===== src/hw/rtl/jmss_pkg.sv =====
// ----------------------------------------------------------------------------
// jmss_pkg: joint motion safety supervisor definitions
// Field widths, result codes and the per-lane result type shared by the
// lane, merge and top-level modules.
// ----------------------------------------------------------------------------
`default_nettype none

package jmss_pkg;

    // field widths
    localparam int ANGLE_W  = 17;
    localparam int TORQUE_W = 16;
    localparam int TIME_W   = 32;
    localparam int TOL_W    = 17;
    localparam int ERR_W    = 18;   // |angle - target|, one spare bit
    localparam int STATUS_W = 2;
    localparam int JOINT_W  = 3;
    localparam int CFG_W    = 32;   // widest register (motion timeout)
    localparam int OUT_W    = 8;    // status, fault_joint, armed, stop_all, padded

    // status codes
    localparam logic [STATUS_W-1:0] ST_OK       = 2'd0;
    localparam logic [STATUS_W-1:0] ST_OVERTORQ = 2'd1;
    localparam logic [STATUS_W-1:0] ST_TIMEOUT  = 2'd2;

    // item function codes
    localparam logic FUNC_SET   = 1'b0;
    localparam logic FUNC_CHECK = 1'b1;

    // configuration reset values
    localparam logic signed [TORQUE_W-1:0] TORQUE_LIMIT_RST = 16'sd10000;
    localparam logic [TIME_W-1:0]          MOTION_TIMEOUT_RST = 32'd5000;
    localparam logic [TOL_W-1:0]           ANGLE_TOL_RST = 17'd150;

    // what one lane finds for its joint
    typedef struct packed {
        logic             over_trq;  // torque strictly above limit
        logic             out_tol;   // error strictly above tolerance
        logic [ERR_W-1:0] err;       // absolute angle error
    } lane_res_t;

    // merged decision over all lanes
    typedef struct packed {
        logic               over_trq;   // some joint over torque
        logic [JOINT_W-1:0] trq_joint;  // lowest such joint, 1-based
        logic               all_tol;    // every joint within tolerance
        logic [JOINT_W-1:0] max_joint;  // joint of largest error, first on tie
    } merge_res_t;

endpackage : jmss_pkg

`default_nettype wire


===== src/hw/rtl/jmss_lane.sv =====
// ----------------------------------------------------------------------------
// jmss_lane: per-joint check lane
// Compares one joint's torque with its limit and its angle error with the
// tolerance; reports the absolute error for the merge stage.
// ----------------------------------------------------------------------------
`default_nettype none

module jmss_lane (
    input  wire logic signed [jmss_pkg::ANGLE_W-1:0]  angle,
    input  wire logic signed [jmss_pkg::ANGLE_W-1:0]  target,
    input  wire logic signed [jmss_pkg::TORQUE_W-1:0] torque,
    input  wire logic signed [jmss_pkg::TORQUE_W-1:0] limit,
    input  wire logic        [jmss_pkg::TOL_W-1:0]    tolerance,
    output jmss_pkg::lane_res_t                        res
);
    import jmss_pkg::*;

    logic signed [ERR_W-1:0] diff;
    logic        [ERR_W-1:0] abs_err;

    // signed difference, one bit wider than the angles
    assign diff    = ERR_W'(angle) - ERR_W'(target);
    assign abs_err = diff[ERR_W-1] ? ERR_W'(-diff) : ERR_W'(diff);

    assign res.over_trq = (torque > limit);
    assign res.out_tol  = (abs_err > ERR_W'(tolerance));
    assign res.err      = abs_err;

endmodule : jmss_lane

`default_nettype wire


===== src/hw/rtl/jmss_merge.sv =====
// ----------------------------------------------------------------------------
// jmss_merge: lane merging stage
// Picks the lowest over-torque joint, checks that all joints are within
// tolerance and finds the joint with the largest error (first on a tie).
// ----------------------------------------------------------------------------
`default_nettype none

module jmss_merge #(
    parameter int JOINTS = 4
) (
    input  wire jmss_pkg::lane_res_t lanes [JOINTS],
    output jmss_pkg::merge_res_t     res
);
    import jmss_pkg::*;

    always_comb begin
        logic [ERR_W-1:0] best;
        res = '0;
        best = '0;
        res.all_tol = 1'b1;
        // priority pick, scanned from the top so the lowest joint wins
        for (int i = JOINTS - 1; i >= 0; i--) begin
            if (lanes[i].over_trq) begin
                res.over_trq  = 1'b1;
                res.trq_joint = JOINT_W'(i + 1);
            end
        end
        // tolerance and largest-error chain
        for (int i = 0; i < JOINTS; i++) begin
            if (lanes[i].out_tol) begin
                res.all_tol = 1'b0;
            end
            if (lanes[i].err > best) begin
                best          = lanes[i].err;
                res.max_joint = JOINT_W'(i + 1);
            end
        end
    end

endmodule : jmss_merge

`default_nettype wire


===== src/hw/rtl/joint_motion_safety_supervisor.sv =====
// ----------------------------------------------------------------------------
// joint_motion_safety_supervisor: multi-joint move supervisor
// Holds targets and start time of a move, checks torque, angle error and
// elapsed time on each check transaction and raises alarms.
// ----------------------------------------------------------------------------
// Usage:
//   s_ channel: one transaction per sample. s_tuser is the function
//   (set targets or check), s_tdata carries time, angles and torques.
//   m_ channel: one result transaction per input transaction, in order.
//   cfg_we/cfg_index/cfg_wdata: torque limits, motion timeout and angle
//   tolerance; write only while the block is idle.
// Result: held in the output register, or in the skid while the output stalls.
// Throughput: one transaction per cycle while s_tready is high. Per-joint
//   compares run in parallel lanes and merge in the same cycle that updates
//   the armed state, so the next item sees that state without waiting.
// Stall: a two-entry output buffer (output register plus skid register)
//   absorbs one extra result; s_tready drops only while the skid is full.
// Reset: aresetn (synchronous, active low) disarms the supervisor, clears
//   targets and start time, empties the output buffer and restores all
//   configuration registers to their defaults.
// ----------------------------------------------------------------------------
`default_nettype none

module joint_motion_safety_supervisor #(
    parameter int JOINTS = 4
) (
    input  wire logic                          aclk,
    input  wire logic                          aresetn,
    // input channel
    input  wire logic                          s_tvalid,
    output logic                               s_tready,
    // s_tdata: now_ms, angle_0..angle_N-1, torque_0..torque_N-1, zero pad
    input  wire logic [((32 + JOINTS*33 + 7) / 8) * 8 - 1:0] s_tdata,
    // s_tuser: func
    input  wire logic [0:0]                    s_tuser,
    // result channel
    output logic                               m_tvalid,
    input  wire logic                          m_tready,
    // m_tdata: status[1:0], fault_joint[4:2], armed[5], stop_all[6], zero pad
    output logic [jmss_pkg::OUT_W-1:0]         m_tdata,
    // configuration write port
    input  wire logic                          cfg_we,
    input  wire logic [$clog2(JOINTS + 2)-1:0] cfg_index,
    input  wire logic [jmss_pkg::CFG_W-1:0]    cfg_wdata
);
    import jmss_pkg::*;

    localparam int CFG_IDX_W = $clog2(JOINTS + 2);
    localparam int TRQ_BASE  = TIME_W + JOINTS * ANGLE_W;

    // configuration registers
    logic signed [TORQUE_W-1:0] limit_reg [JOINTS];
    logic        [TIME_W-1:0]   timeout_reg;
    logic        [TOL_W-1:0]    tol_reg;

    // move state
    logic signed [ANGLE_W-1:0]  target_reg [JOINTS];
    logic        [TIME_W-1:0]   start_reg;
    logic                       active_reg;
    logic                       active_next;

    // output buffer
    logic [OUT_W-1:0] out_reg, skid_reg;
    logic             out_valid_reg, skid_valid_reg;

    logic               accept, take;
    logic               func;
    logic [TIME_W-1:0]  now_ms, elapsed;
    logic               timed_out;
    lane_res_t          lane_res [JOINTS];
    merge_res_t         mres;

    logic [STATUS_W-1:0] r_status;
    logic [JOINT_W-1:0]  r_joint;
    logic                r_stop;
    logic [OUT_W-1:0]    result;

    assign s_tready = ~skid_valid_reg;
    assign accept   = s_tvalid & s_tready;
    assign take     = m_tvalid & m_tready;
    assign m_tvalid = out_valid_reg;
    assign m_tdata  = out_reg;

    assign func   = s_tuser[0];
    assign now_ms = s_tdata[TIME_W-1:0];

    // per-joint lanes
    for (genvar g = 0; g < JOINTS; g++) begin : g_lane
        jmss_lane u_lane (
            .angle     (s_tdata[TIME_W + g*ANGLE_W +: ANGLE_W]),
            .target    (target_reg[g]),
            .torque    (s_tdata[TRQ_BASE + g*TORQUE_W +: TORQUE_W]),
            .limit     (limit_reg[g]),
            .tolerance (tol_reg),
            .res       (lane_res[g])
        );
    end

    // merge of lane findings
    jmss_merge #(.JOINTS(JOINTS)) u_merge (
        .lanes (lane_res),
        .res   (mres)
    );

    // wrapping elapsed time against timeout
    assign elapsed   = now_ms - start_reg;
    assign timed_out = (elapsed > timeout_reg);

    // decision for this transaction
    always_comb begin
        r_status    = ST_OK;
        r_joint     = '0;
        r_stop      = 1'b0;
        active_next = active_reg;
        if (func == FUNC_SET) begin
            active_next = 1'b1;
        end else if (active_reg) begin
            if (mres.over_trq) begin
                r_status    = ST_OVERTORQ;
                r_joint     = mres.trq_joint;
                r_stop      = 1'b1;
                active_next = 1'b0;
            end else if (mres.all_tol) begin
                active_next = 1'b0;
            end else if (timed_out) begin
                r_status    = ST_TIMEOUT;
                r_joint     = mres.max_joint;
                r_stop      = 1'b1;
                active_next = 1'b0;
            end
        end
    end

    assign result = OUT_W'({r_stop, active_next, r_joint, r_status});

    // configuration writes
    always_ff @(posedge aclk) begin
        if (!aresetn) begin
            for (int i = 0; i < JOINTS; i++) begin
                limit_reg[i] <= TORQUE_LIMIT_RST;
            end
            timeout_reg <= MOTION_TIMEOUT_RST;
            tol_reg     <= ANGLE_TOL_RST;
        end else if (cfg_we) begin
            for (int i = 0; i < JOINTS; i++) begin
                if (cfg_index == CFG_IDX_W'(i)) begin
                    limit_reg[i] <= cfg_wdata[TORQUE_W-1:0];
                end
            end
            if (cfg_index == CFG_IDX_W'(JOINTS)) begin
                timeout_reg <= cfg_wdata[TIME_W-1:0];
            end
            if (cfg_index == CFG_IDX_W'(JOINTS + 1)) begin
                tol_reg <= cfg_wdata[TOL_W-1:0];
            end
        end
    end

    // move state update
    always_ff @(posedge aclk) begin
        if (!aresetn) begin
            for (int i = 0; i < JOINTS; i++) begin
                target_reg[i] <= '0;
            end
            start_reg  <= '0;
            active_reg <= 1'b0;
        end else if (accept) begin
            active_reg <= active_next;
            if (func == FUNC_SET) begin
                for (int i = 0; i < JOINTS; i++) begin
                    target_reg[i] <= s_tdata[TIME_W + i*ANGLE_W +: ANGLE_W];
                end
                start_reg <= now_ms;
            end
        end
    end

    // output register plus skid register
    always_ff @(posedge aclk) begin
        if (!aresetn) begin
            out_valid_reg  <= 1'b0;
            skid_valid_reg <= 1'b0;
        end else if (take) begin
            if (skid_valid_reg) begin
                out_reg        <= skid_reg;
                skid_valid_reg <= 1'b0;
            end else begin
                out_valid_reg <= accept;
                if (accept) begin
                    out_reg <= result;
                end
            end
        end else if (accept) begin
            if (out_valid_reg) begin
                skid_reg       <= result;
                skid_valid_reg <= 1'b1;
            end else begin
                out_reg       <= result;
                out_valid_reg <= 1'b1;
            end
        end
    end

    // checks
    a_skid_needs_out: assert property (@(posedge aclk) disable iff (!aresetn)
        skid_valid_reg |-> out_valid_reg)
        else $error("skid register full while output register empty");

    a_stalled_goes_skid: assert property (@(posedge aclk) disable iff (!aresetn)
        (accept && out_valid_reg && !m_tready) |=> skid_valid_reg)
        else $error("result accepted under stall was not kept in skid");

    a_alarm_disarms: assert property (@(posedge aclk) disable iff (!aresetn)
        (accept && r_stop) |=> !active_reg)
        else $error("alarm did not disarm the supervisor");

    a_set_arms: assert property (@(posedge aclk) disable iff (!aresetn)
        (accept && func == FUNC_SET) |=> (active_reg && start_reg == $past(now_ms)))
        else $error("set transaction did not arm the move");

endmodule : joint_motion_safety_supervisor

`default_nettype wire


===== config.mk =====
export PLATFORM = sky130hd
export DESIGN_NAME = joint_motion_safety_supervisor
export DESIGN_NICKNAME = d
export VERILOG_FILES = /design/src/hw/rtl/jmss_pkg.sv /design/src/hw/rtl/jmss_lane.sv /design/src/hw/rtl/jmss_merge.sv /design/src/hw/rtl/joint_motion_safety_supervisor.sv
export SDC_FILE = /design/constraint.sdc
export NUM_CORES = 1
export LEC_CHECK = 0
export BUFFER_PORTS_ARGS = -buffer_cell sky130_fd_sc_hd__buf_2
export CAP_MARGIN = 0
export CORE_ASPECT_RATIO = 1.1
export CORE_MARGIN = 3
export CORE_UTILIZATION = 40
export DETAILED_ROUTE_END_ITERATION = 10
export GPL_ROUTABILITY_DRIVEN = 0
export SETUP_SLACK_MARGIN = 0.4
export SYNTH_ARGS = -nofsm -noshare
export SYNTH_HDL_FRONTEND = slang
export SYNTH_SLANG_ARGS = --single-unit

===== constraint.sdc =====
create_clock -name aclk -period 8.7 [get_ports aclk]
set_clock_uncertainty 0.1 [all_clocks]
set_input_delay 0.87 -clock aclk [delete_from_list [all_inputs] [get_ports aclk]]
set_output_delay 0.87 -clock aclk [all_outputs]
set_load 0.01 [all_outputs]

==> flow_summary.yaml <==
setup_path:
  worst_path_max_delay_cell: "a2111oi_1"
  startpoint_type: "input port"
  cp-end-kind: "flip-flop"
  crit_path_frequent_cell: "buf_4"
  max_stage_delay_ns: 0.41
  arrival_ns: 8.45
  cp.required_ns: 8.91
  critPathMaxFanout: 6
  worst-setup-path-type: "input port to flip-flop"
clock_tree:
  cts_root_buf: "clkbuf_16"
  cts-htree-levels: 1
  clkLatencyLatePin_ns: 0.58
  clk_pin_slew_ns: 0.06
  cts_sinks: 230
  hold_buffers: 0
  clockBufferDepth: 3
  tritoncts: "yes"
  numCtsBuffers: 27
place:
  io_buffers: 213
  dp_hpwl_mm: 48.5
cells_and_area:
  area_growth_pct: 21.3
  drive_gt1_share_pct: 19.7
  fin_util_pct: 49.2
  mostFrequentLayoutCell: "ha_1"
  largest_reg_flops: 68
  fill_cells: 5183
  layout_common_cells: "ha_1, inv_1, nand2_1"
  finalNetCount: 3445
global_route:
  grt_pass1_wl_mm: 98.2
  grt.total_usage_pct: 20.8
  overflow: 0
  antenna_found_initial: 4
  grt_max_degree: 82
  grt_pass1_vias: 19200
synth:
  ys_ff_latch: 230
  syn_inst: 2577
  synth-seq-area-share_pct: 27.9
  syn_area_per_cell_um2: 8.44
  synth_top_area_share_pct: 20.2
  yosysWarnings: 0
  synth_edf_count: 146
  synth_area_leaders: "edfxtp_1, ha_1, dfxtp_1, inv_1, nand2_1"
  syn-cell-area_um2: 21800
  postSynth.asyncResetShare_pct: 0
  synth.net_count: 3112
  yosysTopAreaCell: "edfxtp_1"
  synth_flop_cell: "edfxtp_1"
  yosys.cell_types.count: 98
route:
  viasPerCell: 5.37
  dr.pass1.iters: 5
  wl_met3_mm: 2.57
  antenna_left: 0
  top_layer: "met5"
  wl_met2_mm: 29.4
  drt_iter0_markers: 986
  vias: 19600
  drcViolationCount: 0
  drt-met1-wl_mm: 28.3
  wire_per_inst_um: 17.0
  wl_mm: 62.3
floorplan:
  rows: 89
  die_x_um: 228
  core-area_um2: 53700
  die_area_um2: 57200
  pin_count: 219
  die_h_um: 251
  initial_core_util_pct: 40.5
timing:
  hold_ws_ns: 0.365
  setup_tns_ns: 0
  fin_crit_ns: 8.24
  hold_viol: 0
  setup_violations: 0
  relSlewSlack_pct: 22.2
  rsz0062_at_grt: "true"
  slew_violations: 0
  max_freq_mhz: 121
  tightest_slew_ns: 1.16
  fin_crit_sh_pct: 94.7
outcome:
  status: "complete, no violations"
pwr:
  leakagePower_nw: 11.5
  powerDensity_nw_per_um2: 240
  ir_drop_mv: 0.166
worst_hold_path:
  hp-class: "flip-flop to flip-flop"
run:
  cap_violations: 0
area by class of cell:
| class | count | area, µm² | area share (%) |
|---|---|---|---|
| Timing Repair Buffer | 380 | 2370 | 8.98 |
| Inverter | 294 | 1120 | 4.24 |
| Clock inverter | 14 | 169 | 0.640 |
| Multi-Input combinational cell | 1977 | 15000 | 56.7 |
| Antenna cell | 1 | 2.50 | 0.00948 |
| Clock buffer | 36 | 796 | 3.01 |
| Sequential cell | 230 | 6070 | 23.0 |
| Tap cell | 728 | 911 | 3.45 |
cells in the mapped netlist, types with 14 or more instances:
library cell and count:
ha_1 321, inv_1 293, nand2_1 240, o21ai_0 150, edfxtp_1 146, a21oi_1 141
nor2_1 129, and2_1 118, a21o_1 102, xnor2_1 86, dfxtp_1 84, clkbuf_1 67
nand4_1 46, nor3_1 45, o21a_1 45, a21boi_0 44, nand3_1 44, xor2_1 37
a211oi_1 31, o211ai_1 31, or3_1 30, nor2b_1 29, o31ai_1 25, nand2b_1 23
a31oi_1 19, mux2i_1 16, nor4_1 14
power by group:
group | internal [W] | total (W) | switching [W]
Combinational | 0.00184 | 0.00388 | 0.00203
Clock | 0.000737 | 0.00123 | 0.000491
Sequential | 0.00122 | 0.00124 | 0.0000182
critical path, delay by kind of cell:
family	cells	cell delay (ns)
AOI/OAI and AO/OA	21	3.76
adders and majority gates	5	1.36
xor gates and xnor gates	1	0.22
buffers and inverters	10	1.39
muxes	1	0.26
and+or+nand+nor	6	0.56
routing by layer:
layer,track usage [%],up-vias
met4,6.41,4
met5,0,-
met3,2.35,112
met2,35.9,425
met1,27.3,9190
li1,-,9909
timing repair:
action	in CTS	in global routing
pin swaps	8	65
gates resized for setup	23	108
setup buffers	4	9
cloned	1	1
setup endpoints to repair	6	6
logic make-up (layout without fill, tap and decap cells):
logic type               count (synthesis)  count (layout)  share of synthesized area, %
AO/OA/AOI/OAI                          705             705                          21.6
buffers and inverters                  370             724                          6.57
flip-flops                             230             230                          27.9
other                                    1               2                        0.0172
XOR/XNOR                               123             123                          4.95
adder cells (fa/ha/maj)                326             326                          18.9
multiplexers                            22              22                          1.05
AND/OR/NAND/NOR                        800             800                          19.0
stage by stage:
step	total power [W]	worst slack, ns	instance area [µm²]	cells
2_1_floorplan	0.00342	0.204	21900	2577
3_3_place_gp	0.00445	-0.203	24700	3594
3_5_place_dp	0.00455	-0.342	24700	3594
4_1_cts	0.00594	0.403	25800	3649
5_1_grt	0.00681	0.0519	26400	3660
6_report	0.00634	0.459	26400	3660
path summary, 6_finish.rpt:
kind | from | slack (ns) | cells after the start | to
worst min register to register | timeout_reg[13]$_SDFFE_PN0P_ | 0.37 | 2 | timeout_reg[13]$_SDFFE_PN0P_
worst max register to register | target_reg[1][0]$_SDFFCE_PN0P_ | 0.49 | 42 | m_tdata[2]$_DFFE_PP_
worst max-delay path | s_tdata[49] | 0.46 | 44 | m_tdata[2]$_DFFE_PP_
worst min-delay path | timeout_reg[13]$_SDFFE_PN0P_ | 0.37 | 2 | timeout_reg[13]$_SDFFE_PN0P_
No activity file was read; power rests on OpenSTA's default activity.
